===== src/rtl/pfcu_pkg.sv =====
// ----------------------------------------------------------------------------
// pfcu_pkg
// Shared types and codes for the pixel format convert and upscale unit.
// ----------------------------------------------------------------------------
package pfcu_pkg;

  // Source pixel formats
  typedef enum logic [1:0] {
    FMT_BGR565   = 2'd0,
    FMT_RGBA8888 = 2'd1,
    FMT_PAGE1    = 2'd2,
    FMT_NONE     = 2'd3
  } fmt_e;

  // Register indexes on the configuration port
  localparam logic [2:0] REG_FORMAT = 3'd0;
  localparam logic [2:0] REG_SCALE  = 3'd1;
  localparam logic [2:0] REG_WIDTH  = 3'd2;
  localparam logic [2:0] REG_HEIGHT = 3'd3;
  localparam logic [2:0] REG_STRIDE = 3'd4;
  localparam logic [2:0] REG_ORIGIN = 3'd5;
  localparam logic [2:0] REG_SHIFTS = 3'd6;

  localparam int unsigned PADDR_W = 5;

  // Register file contents
  typedef struct packed {
    logic [1:0]  source_format;
    logic [3:0]  scale_factor;
    logic [10:0] source_width;
    logic [10:0] source_height;
    logic [14:0] row_stride_words;
    logic [23:0] origin_word;
    logic [14:0] channel_shifts;
  } cfg_t;

endpackage


===== src/rtl/pfcu_front.sv =====
// ----------------------------------------------------------------------------
// pfcu_front
// Accepts source pixels, converts them to display words, tracks the raster
// position and computes the base word address of each write block.
// ----------------------------------------------------------------------------
module pfcu_front #(
  parameter int unsigned CW = 10,
  parameter int unsigned WW = 11,
  parameter int unsigned SW = 4,
  parameter int unsigned AW = 24
) (
  input  logic                 clk_i,
  input  logic                 rst_ni,
  input  pfcu_pkg::cfg_t       cfg_i,
  input  logic [SW-1:0]        scale_i,
  input  logic [WW-1:0]        width_i,
  input  logic [WW-1:0]        height_i,
  input  logic                 in_valid_i,
  output logic                 in_ready_o,
  input  logic [31:0]          raw_pixel_i,
  output logic                 push_valid_o,
  input  logic                 push_ready_i,
  output logic [31:0]          push_pixel_o,
  output logic [AW-1:0]        push_base_o
);
  import pfcu_pkg::*;

  typedef enum logic [2:0] {
    F_IDLE = 3'b001,
    F_MUL  = 3'b010,
    F_PUSH = 3'b100
  } fstate_e;

  fstate_e          state_q, state_d;
  logic [CW-1:0]    col_q, col_d;
  logic [CW-1:0]    row_q, row_d;
  logic [31:0]      pixel_q;
  logic             emit_q;
  logic [CW+SW-1:0] rs_q;
  logic [CW+SW-1:0] cs_q;
  logic [AW-1:0]    base_q;

  logic             accept;
  logic [7:0]       b0, b1, b2;
  logic [7:0]       ch_r, ch_g, ch_b;
  logic [4:0]       sh_r, sh_g, sh_b;
  logic [31:0]      pixel_d;
  logic             emit_d;
  logic             aligned;
  logic [CW+SW+14:0] row_off;

  assign accept     = in_valid_i && in_ready_o;
  assign in_ready_o = (state_q == F_IDLE);

  assign b0 = raw_pixel_i[7:0];
  assign b1 = raw_pixel_i[15:8];
  assign b2 = raw_pixel_i[23:16];
  assign sh_r = cfg_i.channel_shifts[14:10];
  assign sh_g = cfg_i.channel_shifts[9:5];
  assign sh_b = cfg_i.channel_shifts[4:0];
  assign aligned = (width_i[2:0] == 3'd0) && (height_i[2:0] == 3'd0);

  // Channel expansion and placement
  always_comb begin
    ch_r    = b0;
    ch_g    = b1;
    ch_b    = b2;
    pixel_d = '0;
    emit_d  = 1'b1;
    case (fmt_e'(cfg_i.source_format))
      FMT_BGR565: begin
        ch_r    = {b1[4:0], b1[4:2]};
        ch_g    = {b0[2:0], b1[7:5], b0[2:1]};
        ch_b    = {b0[7:3], b0[7:5]};
        pixel_d = (32'(ch_r) << sh_r) | (32'(ch_g) << sh_g) | (32'(ch_b) << sh_b);
      end
      FMT_RGBA8888: begin
        pixel_d = (32'(ch_r) << sh_r) | (32'(ch_g) << sh_g) | (32'(ch_b) << sh_b);
      end
      FMT_PAGE1: begin
        emit_d  = aligned;
        pixel_d = b0[row_q[2:0]] ? 32'hffff_ffff : 32'h0;
      end
      default: begin
        emit_d = 1'b0;
      end
    endcase
  end

  // Raster counters, wrapping per row and per frame
  always_comb begin
    col_d = col_q;
    row_d = row_q;
    if (accept) begin
      if ((WW+1)'(col_q) + (WW+1)'(1) >= (WW+1)'(width_i)) begin
        col_d = '0;
        if ((WW+1)'(row_q) + (WW+1)'(1) >= (WW+1)'(height_i)) begin
          row_d = '0;
        end else begin
          row_d = row_q + CW'(1);
        end
      end else begin
        col_d = col_q + CW'(1);
      end
    end
  end

  // Sequencer: accept, multiply by stride, hand to queue if the item emits
  always_comb begin
    state_d = state_q;
    case (state_q)
      F_IDLE: if (accept) state_d = F_MUL;
      F_MUL:  state_d = emit_q ? F_PUSH : F_IDLE;
      F_PUSH: if (push_ready_i) state_d = F_IDLE;
      default: state_d = F_IDLE;
    endcase
  end

  assign row_off = (CW+SW+15)'(rs_q) * (CW+SW+15)'(cfg_i.row_stride_words);

  always_ff @(posedge clk_i or negedge rst_ni) begin
    if (!rst_ni) begin
      state_q <= F_IDLE;
      col_q   <= '0;
      row_q   <= '0;
      emit_q  <= 1'b0;
    end else begin
      state_q <= state_d;
      col_q   <= col_d;
      row_q   <= row_d;
      if (accept) emit_q <= emit_d;
    end
  end

  // Payload: pixel word, scaled position, block base address
  always_ff @(posedge clk_i) begin
    if (accept) begin
      pixel_q <= pixel_d;
      rs_q    <= (CW+SW)'(row_q) * (CW+SW)'(scale_i);
      cs_q    <= (CW+SW)'(col_q) * (CW+SW)'(scale_i);
    end
    if (state_q == F_MUL) begin
      base_q <= AW'(cfg_i.origin_word) + AW'(row_off) + AW'(cs_q);
    end
  end

  assign push_valid_o = (state_q == F_PUSH);
  assign push_pixel_o = pixel_q;
  assign push_base_o  = base_q;

endmodule


===== src/rtl/pfcu_fifo.sv =====
// ----------------------------------------------------------------------------
// pfcu_fifo
// Two-entry queue between the front and the back; each side stalls alone.
// ----------------------------------------------------------------------------
module pfcu_fifo #(
  parameter int unsigned DW = 56
) (
  input  logic          clk_i,
  input  logic          rst_ni,
  input  logic          push_valid_i,
  output logic          push_ready_o,
  input  logic [DW-1:0] push_data_i,
  output logic          pop_valid_o,
  input  logic          pop_ready_i,
  output logic [DW-1:0] pop_data_o
);
  import pfcu_pkg::*;

  logic [DW-1:0] mem_q [2];
  logic          wr_ptr_q, rd_ptr_q;
  logic [1:0]    count_q;
  logic          push, pop;

  assign push_ready_o = (count_q != 2'd2);
  assign pop_valid_o  = (count_q != 2'd0);
  assign push = push_valid_i && push_ready_o;
  assign pop  = pop_valid_o && pop_ready_i;
  assign pop_data_o = mem_q[rd_ptr_q];

  // Pointers and fill level
  always_ff @(posedge clk_i or negedge rst_ni) begin
    if (!rst_ni) begin
      wr_ptr_q <= 1'b0;
      rd_ptr_q <= 1'b0;
      count_q  <= 2'd0;
    end else begin
      if (push) wr_ptr_q <= ~wr_ptr_q;
      if (pop)  rd_ptr_q <= ~rd_ptr_q;
      case ({push, pop})
        2'b10:   count_q <= count_q + 2'd1;
        2'b01:   count_q <= count_q - 2'd1;
        default: count_q <= count_q;
      endcase
    end
  end

  // Entry storage
  always_ff @(posedge clk_i) begin
    if (push) mem_q[wr_ptr_q] <= push_data_i;
  end

endmodule


===== src/rtl/pfcu_back.sv =====
// ----------------------------------------------------------------------------
// pfcu_back
// Walks the scale-by-scale write block of each queued item and drives the
// registered output channel.
// ----------------------------------------------------------------------------
module pfcu_back #(
  parameter int unsigned SW = 4,
  parameter int unsigned AW = 24
) (
  input  logic          clk_i,
  input  logic          rst_ni,
  input  logic [SW-1:0] scale_i,
  input  logic [14:0]   stride_i,
  input  logic          pop_valid_i,
  output logic          pop_ready_o,
  input  logic [31:0]   pop_pixel_i,
  input  logic [AW-1:0] pop_base_i,
  output logic          out_valid_o,
  input  logic          out_ready_i,
  output logic [AW-1:0] write_address_o,
  output logic [31:0]   write_pixel_o,
  output logic          last_write_o
);
  import pfcu_pkg::*;

  logic          active_q;
  logic [31:0]   pixel_q;
  logic [AW-1:0] row_addr_q;
  logic [SW-1:0] dx_q, dy_q;
  logic          out_valid_q;
  logic [AW-1:0] addr_q;
  logic [31:0]   out_pixel_q;
  logic          last_q;

  logic          issue;
  logic          dx_end, dy_end;
  logic [SW-1:0] s_last;

  assign s_last      = scale_i - SW'(1);
  assign dx_end      = (dx_q == s_last);
  assign dy_end      = (dy_q == s_last);
  assign pop_ready_o = !active_q;
  assign issue       = active_q && (!out_valid_q || out_ready_i);

  // Block walk control
  always_ff @(posedge clk_i or negedge rst_ni) begin
    if (!rst_ni) begin
      active_q    <= 1'b0;
      out_valid_q <= 1'b0;
    end else begin
      if (pop_valid_i && pop_ready_o) begin
        active_q <= 1'b1;
      end else if (issue && dx_end && dy_end) begin
        active_q <= 1'b0;
      end
      if (issue) begin
        out_valid_q <= 1'b1;
      end else if (out_ready_i) begin
        out_valid_q <= 1'b0;
      end
    end
  end

  // Position within the block and output payload
  always_ff @(posedge clk_i) begin
    if (pop_valid_i && pop_ready_o) begin
      pixel_q    <= pop_pixel_i;
      row_addr_q <= pop_base_i;
      dx_q       <= '0;
      dy_q       <= '0;
    end else if (issue) begin
      if (dx_end) begin
        dx_q       <= '0;
        dy_q       <= dy_q + SW'(1);
        row_addr_q <= row_addr_q + AW'(stride_i);
      end else begin
        dx_q <= dx_q + SW'(1);
      end
    end
    if (issue) begin
      addr_q      <= row_addr_q + AW'(dx_q);
      out_pixel_q <= pixel_q;
      last_q      <= dx_end && dy_end;
    end
  end

  assign out_valid_o     = out_valid_q;
  assign write_address_o = addr_q;
  assign write_pixel_o   = out_pixel_q;
  assign last_write_o    = last_q;

endmodule


===== src/rtl/pixel_format_convert_upscale_unit.sv =====
// ----------------------------------------------------------------------------
// pixel_format_convert_upscale_unit
// Converts raster source pixels to 32-bit display words and emits an
// integer-upscaled block of framebuffer writes for each one.
// ----------------------------------------------------------------------------
// Path: the first write of a pixel's block passes the front convert, the
//   stride multiply, the queue and the back issue, in that order.
// Flow: the back end walks each block at one write per cycle while the
//   output is not stalled, and takes no new item until its block is done.
//   Items that write nothing never enter the queue.
// Reset: configuration registers return to their reset values, raster
//   counters clear and the queue and output register empty.
module pixel_format_convert_upscale_unit #(
  parameter int unsigned MAX_SCALE = 8,
  parameter int unsigned MAX_WIDTH = 1024,
  parameter int unsigned ADDR_BITS = 24
) (
  input  logic                           clk_i,
  input  logic                           rst_ni,
  // Configuration port
  input  logic                           psel,
  input  logic                           penable,
  input  logic                           pwrite,
  input  logic [pfcu_pkg::PADDR_W-1:0]   paddr,
  input  logic [31:0]                    pwdata,
  output logic [31:0]                    prdata,
  output logic                           pready,
  // Source pixels
  input  logic                           in_valid_i,
  output logic                           in_ready_o,
  input  logic [31:0]                    raw_pixel_i,
  // Framebuffer writes
  output logic                           out_valid_o,
  input  logic                           out_ready_i,
  output logic [ADDR_BITS-1:0]           write_address_o,
  output logic [31:0]                    write_pixel_o,
  output logic                           last_write_o
);
  import pfcu_pkg::*;

  localparam int unsigned CW = $clog2(MAX_WIDTH);
  localparam int unsigned WW = $clog2(MAX_WIDTH + 1);
  localparam int unsigned SW = $clog2(MAX_SCALE + 1);
  localparam int unsigned AW = ADDR_BITS;
  localparam int unsigned DW = 32 + AW;

  cfg_t          cfg_q;
  logic          cfg_wr;
  logic [2:0]    reg_idx;
  logic [SW-1:0] scale_eff;
  logic [WW-1:0] width_eff, height_eff;

  logic          push_valid, push_ready;
  logic [31:0]   push_pixel;
  logic [AW-1:0] push_base;
  logic          pop_valid, pop_ready;
  logic [DW-1:0] pop_data;

  assign pready  = 1'b1;
  assign reg_idx = paddr[4:2];
  assign cfg_wr  = psel && penable && pwrite && pready;

  // Register writes
  always_ff @(posedge clk_i or negedge rst_ni) begin
    if (!rst_ni) begin
      cfg_q.source_format    <= 2'd0;
      cfg_q.scale_factor     <= 4'd1;
      cfg_q.source_width     <= 11'd1;
      cfg_q.source_height    <= 11'd1;
      cfg_q.row_stride_words <= 15'd1;
      cfg_q.origin_word      <= 24'd0;
      cfg_q.channel_shifts   <= 15'd0;
    end else if (cfg_wr) begin
      case (reg_idx)
        REG_FORMAT: cfg_q.source_format    <= pwdata[1:0];
        REG_SCALE:  cfg_q.scale_factor     <= pwdata[3:0];
        REG_WIDTH:  cfg_q.source_width     <= pwdata[10:0];
        REG_HEIGHT: cfg_q.source_height    <= pwdata[10:0];
        REG_STRIDE: cfg_q.row_stride_words <= pwdata[14:0];
        REG_ORIGIN: cfg_q.origin_word      <= pwdata[23:0];
        REG_SHIFTS: cfg_q.channel_shifts   <= pwdata[14:0];
        default: ;
      endcase
    end
  end

  // Register reads
  always_comb begin
    case (reg_idx)
      REG_FORMAT: prdata = 32'(cfg_q.source_format);
      REG_SCALE:  prdata = 32'(cfg_q.scale_factor);
      REG_WIDTH:  prdata = 32'(cfg_q.source_width);
      REG_HEIGHT: prdata = 32'(cfg_q.source_height);
      REG_STRIDE: prdata = 32'(cfg_q.row_stride_words);
      REG_ORIGIN: prdata = 32'(cfg_q.origin_word);
      REG_SHIFTS: prdata = 32'(cfg_q.channel_shifts);
      default:    prdata = 32'd0;
    endcase
  end

  // Effective scale and frame size: zero acts as one, large values saturate
  always_comb begin
    if (cfg_q.scale_factor == 4'd0) begin
      scale_eff = SW'(1);
    end else if (32'(cfg_q.scale_factor) > 32'(MAX_SCALE)) begin
      scale_eff = SW'(MAX_SCALE);
    end else begin
      scale_eff = SW'(cfg_q.scale_factor);
    end
    if (cfg_q.source_width == 11'd0) begin
      width_eff = WW'(1);
    end else if (32'(cfg_q.source_width) > 32'(MAX_WIDTH)) begin
      width_eff = WW'(MAX_WIDTH);
    end else begin
      width_eff = WW'(cfg_q.source_width);
    end
    if (cfg_q.source_height == 11'd0) begin
      height_eff = WW'(1);
    end else if (32'(cfg_q.source_height) > 32'(MAX_WIDTH)) begin
      height_eff = WW'(MAX_WIDTH);
    end else begin
      height_eff = WW'(cfg_q.source_height);
    end
  end

  pfcu_front #(
    .CW(CW),
    .WW(WW),
    .SW(SW),
    .AW(AW)
  ) u_front (
    .clk_i        (clk_i),
    .rst_ni       (rst_ni),
    .cfg_i        (cfg_q),
    .scale_i      (scale_eff),
    .width_i      (width_eff),
    .height_i     (height_eff),
    .in_valid_i   (in_valid_i),
    .in_ready_o   (in_ready_o),
    .raw_pixel_i  (raw_pixel_i),
    .push_valid_o (push_valid),
    .push_ready_i (push_ready),
    .push_pixel_o (push_pixel),
    .push_base_o  (push_base)
  );

  pfcu_fifo #(
    .DW(DW)
  ) u_fifo (
    .clk_i        (clk_i),
    .rst_ni       (rst_ni),
    .push_valid_i (push_valid),
    .push_ready_o (push_ready),
    .push_data_i  ({push_pixel, push_base}),
    .pop_valid_o  (pop_valid),
    .pop_ready_i  (pop_ready),
    .pop_data_o   (pop_data)
  );

  pfcu_back #(
    .SW(SW),
    .AW(AW)
  ) u_back (
    .clk_i           (clk_i),
    .rst_ni          (rst_ni),
    .scale_i         (scale_eff),
    .stride_i        (cfg_q.row_stride_words),
    .pop_valid_i     (pop_valid),
    .pop_ready_o     (pop_ready),
    .pop_pixel_i     (pop_data[DW-1:AW]),
    .pop_base_i      (pop_data[AW-1:0]),
    .out_valid_o     (out_valid_o),
    .out_ready_i     (out_ready_i),
    .write_address_o (write_address_o),
    .write_pixel_o   (write_pixel_o),
    .last_write_o    (last_write_o)
  );

endmodule

===== config.mk =====
export PLATFORM = sky130hd
export DESIGN_NAME = pixel_format_convert_upscale_unit
export DESIGN_NICKNAME = d
export VERILOG_FILES = /design/src/rtl/pfcu_pkg.sv /design/src/rtl/pfcu_front.sv /design/src/rtl/pfcu_fifo.sv /design/src/rtl/pfcu_back.sv /design/src/rtl/pixel_format_convert_upscale_unit.sv
export SDC_FILE = /design/constraint.sdc
export NUM_CORES = 1
export LEC_CHECK = 0
export BUFFER_PORTS_ARGS = -buffer_cell sky130_fd_sc_hd__buf_2
export CORE_UTILIZATION = 40
export CTS_BUF_LIST = sky130_fd_sc_hd__clkbuf_16
export CTS_CLUSTER_DIAMETER = 30
export DETAILED_ROUTE_END_ITERATION = 16
export PLACE_DENSITY = 0.59
export SLEW_MARGIN = 0
export SYNTH_ARGS = -nofsm -noshare
export SYNTH_HDL_FRONTEND = slang
export SYNTH_SLANG_ARGS = --single-unit
export TNS_END_PERCENT = 30

===== constraint.sdc =====
create_clock -name clk_i -period 11 [get_ports clk_i]
set_input_delay 2.2 -clock clk_i [delete_from_list [all_inputs] [get_ports clk_i]]
set_output_delay 2.2 -clock clk_i [all_outputs]
set_load 0.1 [all_outputs]

==> impl_results.md <==
* Result of the run: complete, no violations
* Area of the die at 0.0792 mm^2
* Num rows at 102
* Most instantiated flip-flop cell in the synthesis netlist: sky130_fd_sc_hd__edfxtp_1
* Clock buffer depth at 3
* Detailed-routing iteration count for the pre-antenna-repair pass at 6
* WP buf/inv at 4
* Residual antenna-violating net count after detailed routing at 0
* Chip width at 281 um
* Total number of nets in the final design at 3,515
* Largest net degree at the start of global routing at 60
* Clk_lat worst skew at 0.65 ns
* Peak fanout along the critical path at 24
* Worst hold-check slack at 0.410 ns
* H-tree depth reported by CTS at 3
* Clk sink count at 429
* Count of warnings emitted by yosys at 0
* Cell occurring most often along the worst timing path: sky130_fd_sc_hd__buf_2
* Arrival time at the worst endpoint at 4.56 ns
* Final cell utilization of the core at 0.467
* Via-per-instance ratio at 5.50
* Number of antenna violations at the first check in global routing at 4
* CTS clock-pin slew for the worst setup and hold paths at 0.06 ns
* Core ar. at 0.0773 mm^2
* Initial detailed-routing violation count at 1,836
* Min Tclk post-route at 6.76 ns
* Worst hold path endpoint: u_fifo.mem_q[1][53]
* Slew of the pin with the lowest slew margin at 1.12 ns
* Start point of the worst min-delay path: u_front.push_pixel_o[29]
* Async set-reset flop share out of synthesis at 0.261
* Die Ht at 281 um
* Mapped Area at 0.0312 mm^2
* Estimated wirelength of the detail-placed design at 69.4 mm
* R2R depth at 18
* Worst Hold Depth at 0
* Post-synthesis sequential element count at 429
* Clock tree root buffer cell: sky130_fd_sc_hd__clkbuf_16
* Fill cell total of the finished layout at 7,185
* Worst endpoint required time at 8.80 ns
* Endpoints failing setup at 0
* Per-cell routed wire length at 22.2 um
* CP Capture Type: output port
* Final setup TNS at 0 ns
* Fraction of layout instances using a drive strength above 1 at 0.160
* TritonCTS clock tree: built
* Count of endpoints failing hold in the final timing report at 0
* Global-route congestion overflow total at 0
* Total clock buffers created by CTS at 92
* Total vias in the final route at 23.0k
* FMAX at 0.148 GHz
* Global router's overall resource usage at 0.240
* Worst relative slew slack at 0.245
* Sort of element at the start of the critical path: input pin
* Seq/Total Area, Yosys at 0.392
* Category of cells accounting for the largest share of critical-path delay: buffers and inverters
* DRC viols at 0
* # Post-CTS Setup Buffers at 0
* Path category of the worst min-delay check: flip-flop to flip-flop
* Ports placed on the boundary at 168
* Synth Instances at 2,955
* Wire length reported by the detailed router at 92.9 mm
* Starting utilization of the core area at 0.404
* Global-route wire length before repair at 144 mm
* Cell with the largest stage delay on the worst path: sky130_fd_sc_hd__buf_2
* Launching point of the worst reg2reg path: cfg_q[44]
* Critical Path Max Stage Delay at 0.57 ns
* List of cells traversed by the critical path: buf_2, inv_1, nor2_1, buf_4, a22o_1, a221o_1, buf_2
* Count of instances resized after the clock tree is built at 0
* Final max-slew violation count at 0
* Number of I/O port buffers at 140
* CTS Hold Buffers Added at 0
* Count of different cell masters after synthesis at 82
* Count of maximum capacitance violations at 0
* Worst setup path class: input pin to output port
* Share of the cycle needed by the critical path after routing at 0.614
* EDFF count, synth at 309
* Terminus of the critical flop-to-flop path: u_front.push_base_o[23]
* Layout area overhead at 15.7%
* Unrepaired setup endpoints after global routing: false
* Slack of the worst reg-to-reg path at 4.49 ns
* Number of global-route vias before repair at 23.5k
* Worst-case clock skew at 0.0435 ns
* GP Congestion at 0.944
* Average cell area after synthesis at 10.6 um^2
[layout make-up]
cell class                      count  area, um^2  area share
Multi-Input combinational cell   2056       17100       0.474
Sequential cell                   429       12300       0.339
Clock buffer                       92        2300      0.0637
Tap cell                         1040        1300      0.0360
Inverter                          315        1180      0.0327
Clock inverter                     82         981      0.0272
Timing Repair Buffer              177         981      0.0272
Antenna cell                        1        2.50   0.0000693
[kinds of logic after synthesis]
family | synth area share
adders and majority gates | 0.199
and+or+nand+nor | 0.128
DFF | 0.392
muxes | 0.0776
xor gates and xnor gates | 0.0347
buffers and inverters | 0.0609
AOI/OAI and AO/OA | 0.107
other | 0.000240
[flip-flops by register name, summed over array words and instances, names as in the netlist, 10 cells and up]
register,count
cfg_q,82
u_back.write_address_o,24
u_back.row_addr_q,24
u_back.pixel_q,32
u_front.cs_q,14
u_back.write_pixel_o,32
u_front.push_base_o,24
u_front.col_q,10
u_front.row_q,10
u_front.push_pixel_o,32
u_front.rs_q,14
u_fifo.mem_q,112
[synth_stat cells, types with 17 or more instances]
master                       n  share of area
sky130_fd_sc_hd__mux2_2    124          0.045
sky130_fd_sc_hd__edfxtp_1  309           0.30
sky130_fd_sc_hd__nor2_1    161          0.019
sky130_fd_sc_hd__o21ai_0   132          0.021
sky130_fd_sc_hd__nand2_1   310          0.037
sky130_fd_sc_hd__buf_2      22         0.0035
sky130_fd_sc_hd__and3_1     27         0.0054
sky130_fd_sc_hd__a211oi_1   25         0.0060
sky130_fd_sc_hd__a21oi_1    82          0.013
sky130_fd_sc_hd__o21a_1     20         0.0048
sky130_fd_sc_hd__fa_1      215           0.14
sky130_fd_sc_hd__nand2b_1   25         0.0050
sky130_fd_sc_hd__inv_1     313          0.038
sky130_fd_sc_hd__nand3_1    63          0.010
sky130_fd_sc_hd__a22oi_1    17         0.0041
sky130_fd_sc_hd__nor3_1     29         0.0046
sky130_fd_sc_hd__xor2_1     32         0.0090
sky130_fd_sc_hd__a21o_1     27         0.0065
sky130_fd_sc_hd__mux2i_1    78          0.025
sky130_fd_sc_hd__o22ai_1    41         0.0082
sky130_fd_sc_hd__o211ai_1   19         0.0046
sky130_fd_sc_hd__clkbuf_1  110          0.013
sky130_fd_sc_hd__ha_1      153          0.061
sky130_fd_sc_hd__nor2b_1    40         0.0080
sky130_fd_sc_hd__a22o_1     26         0.0073
sky130_fd_sc_hd__xnor2_1    89          0.025
sky130_fd_sc_hd__dfrtp_1   107          0.086
sky130_fd_sc_hd__and2_1    139          0.028
[metrics by stage]
step | worst slack, ns | area [um^2] | std cells
floorplan | 4.23 | 31300 | 2962
global placement | 4.32 | 32800 | 4017
detailed placement | 4.27 | 32800 | 4017
CTS | 4.27 | 36100 | 4191
global route | 4.15 | 36100 | 4192
finish | 4.24 | 36100 | 4192
[worst reg2reg max path, cell delays in order (launching register included)]
cell                       delay (ns)
sky130_fd_sc_hd__dfrtp_1         0.98
sky130_fd_sc_hd__nand2_1         0.20
sky130_fd_sc_hd__fa_1            0.56
sky130_fd_sc_hd__inv_1           0.05
sky130_fd_sc_hd__fa_1            0.43
sky130_fd_sc_hd__fa_1            0.48
sky130_fd_sc_hd__fa_1            0.51
sky130_fd_sc_hd__fa_1            0.50
sky130_fd_sc_hd__inv_1           0.05
sky130_fd_sc_hd__fa_1            0.47
sky130_fd_sc_hd__inv_1           0.04
sky130_fd_sc_hd__ha_1            0.37
sky130_fd_sc_hd__nand3_1         0.15
sky130_fd_sc_hd__nor2_1          0.22
sky130_fd_sc_hd__nand2_1         0.09
sky130_fd_sc_hd__o221ai_1        0.46
sky130_fd_sc_hd__a21boi_0        0.28
sky130_fd_sc_hd__o21ai_0         0.29
sky130_fd_sc_hd__xnor2_1         0.11
[cell usage in the layout (no fill, tap or decap), types with 26 or more instances in the layout]
cell type                   Yosys  layout
sky130_fd_sc_hd__and2_1       139     139
sky130_fd_sc_hd__a21o_1        27      27
sky130_fd_sc_hd__buf_4         13      38
sky130_fd_sc_hd__nor3_1        29      28
sky130_fd_sc_hd__edfxtp_1     309     309
sky130_fd_sc_hd__xor2_1        32      32
sky130_fd_sc_hd__and3_1        27      26
sky130_fd_sc_hd__mux2i_1       78      78
sky130_fd_sc_hd__nor2_1       161     159
sky130_fd_sc_hd__fa_1         215     215
sky130_fd_sc_hd__dfrtp_1      107     105
sky130_fd_sc_hd__nor2b_1       40      40
sky130_fd_sc_hd__clkbuf_16      0      92
sky130_fd_sc_hd__a21oi_1       82      82
sky130_fd_sc_hd__mux2_2       124     124
sky130_fd_sc_hd__xnor2_1       89      89
sky130_fd_sc_hd__o22ai_1       41      41
sky130_fd_sc_hd__o21ai_0      132     132
sky130_fd_sc_hd__ha_1         153     153
sky130_fd_sc_hd__inv_1        313     315
sky130_fd_sc_hd__nand2_1      310     310
sky130_fd_sc_hd__buf_2         22     139
sky130_fd_sc_hd__a22o_1        26      26
sky130_fd_sc_hd__nand3_1       63      63
[how the worst max path moves through the flow]
stage,from,end,slack [ns],depth (start not counted)
global placement,paddr[2],prdata[7],4.32,7
detailed placement,paddr[2],prdata[7],4.27,7
CTS,paddr[2],prdata[7],4.27,7
floorplan,paddr[2],prdata[2],4.23,7
global route,cfg_q[44],u_front.push_base_o[21],4.15,18
finish,paddr[2],prdata[6],4.24,7
[per-layer routing]
layer,global-route usage,vias to the layer above,share of wire
met5,0,-,0.00020
met4,0.0832,2,0.030
met3,0.0418,164,0.071
met2,0.363,877,0.44
met1,0.346,11519,0.46
li1,-,10478,-
Power is left out: the tool's default activity adds up to more than one toggle a clock period on the data nets, which glitch-free logic cannot reach.
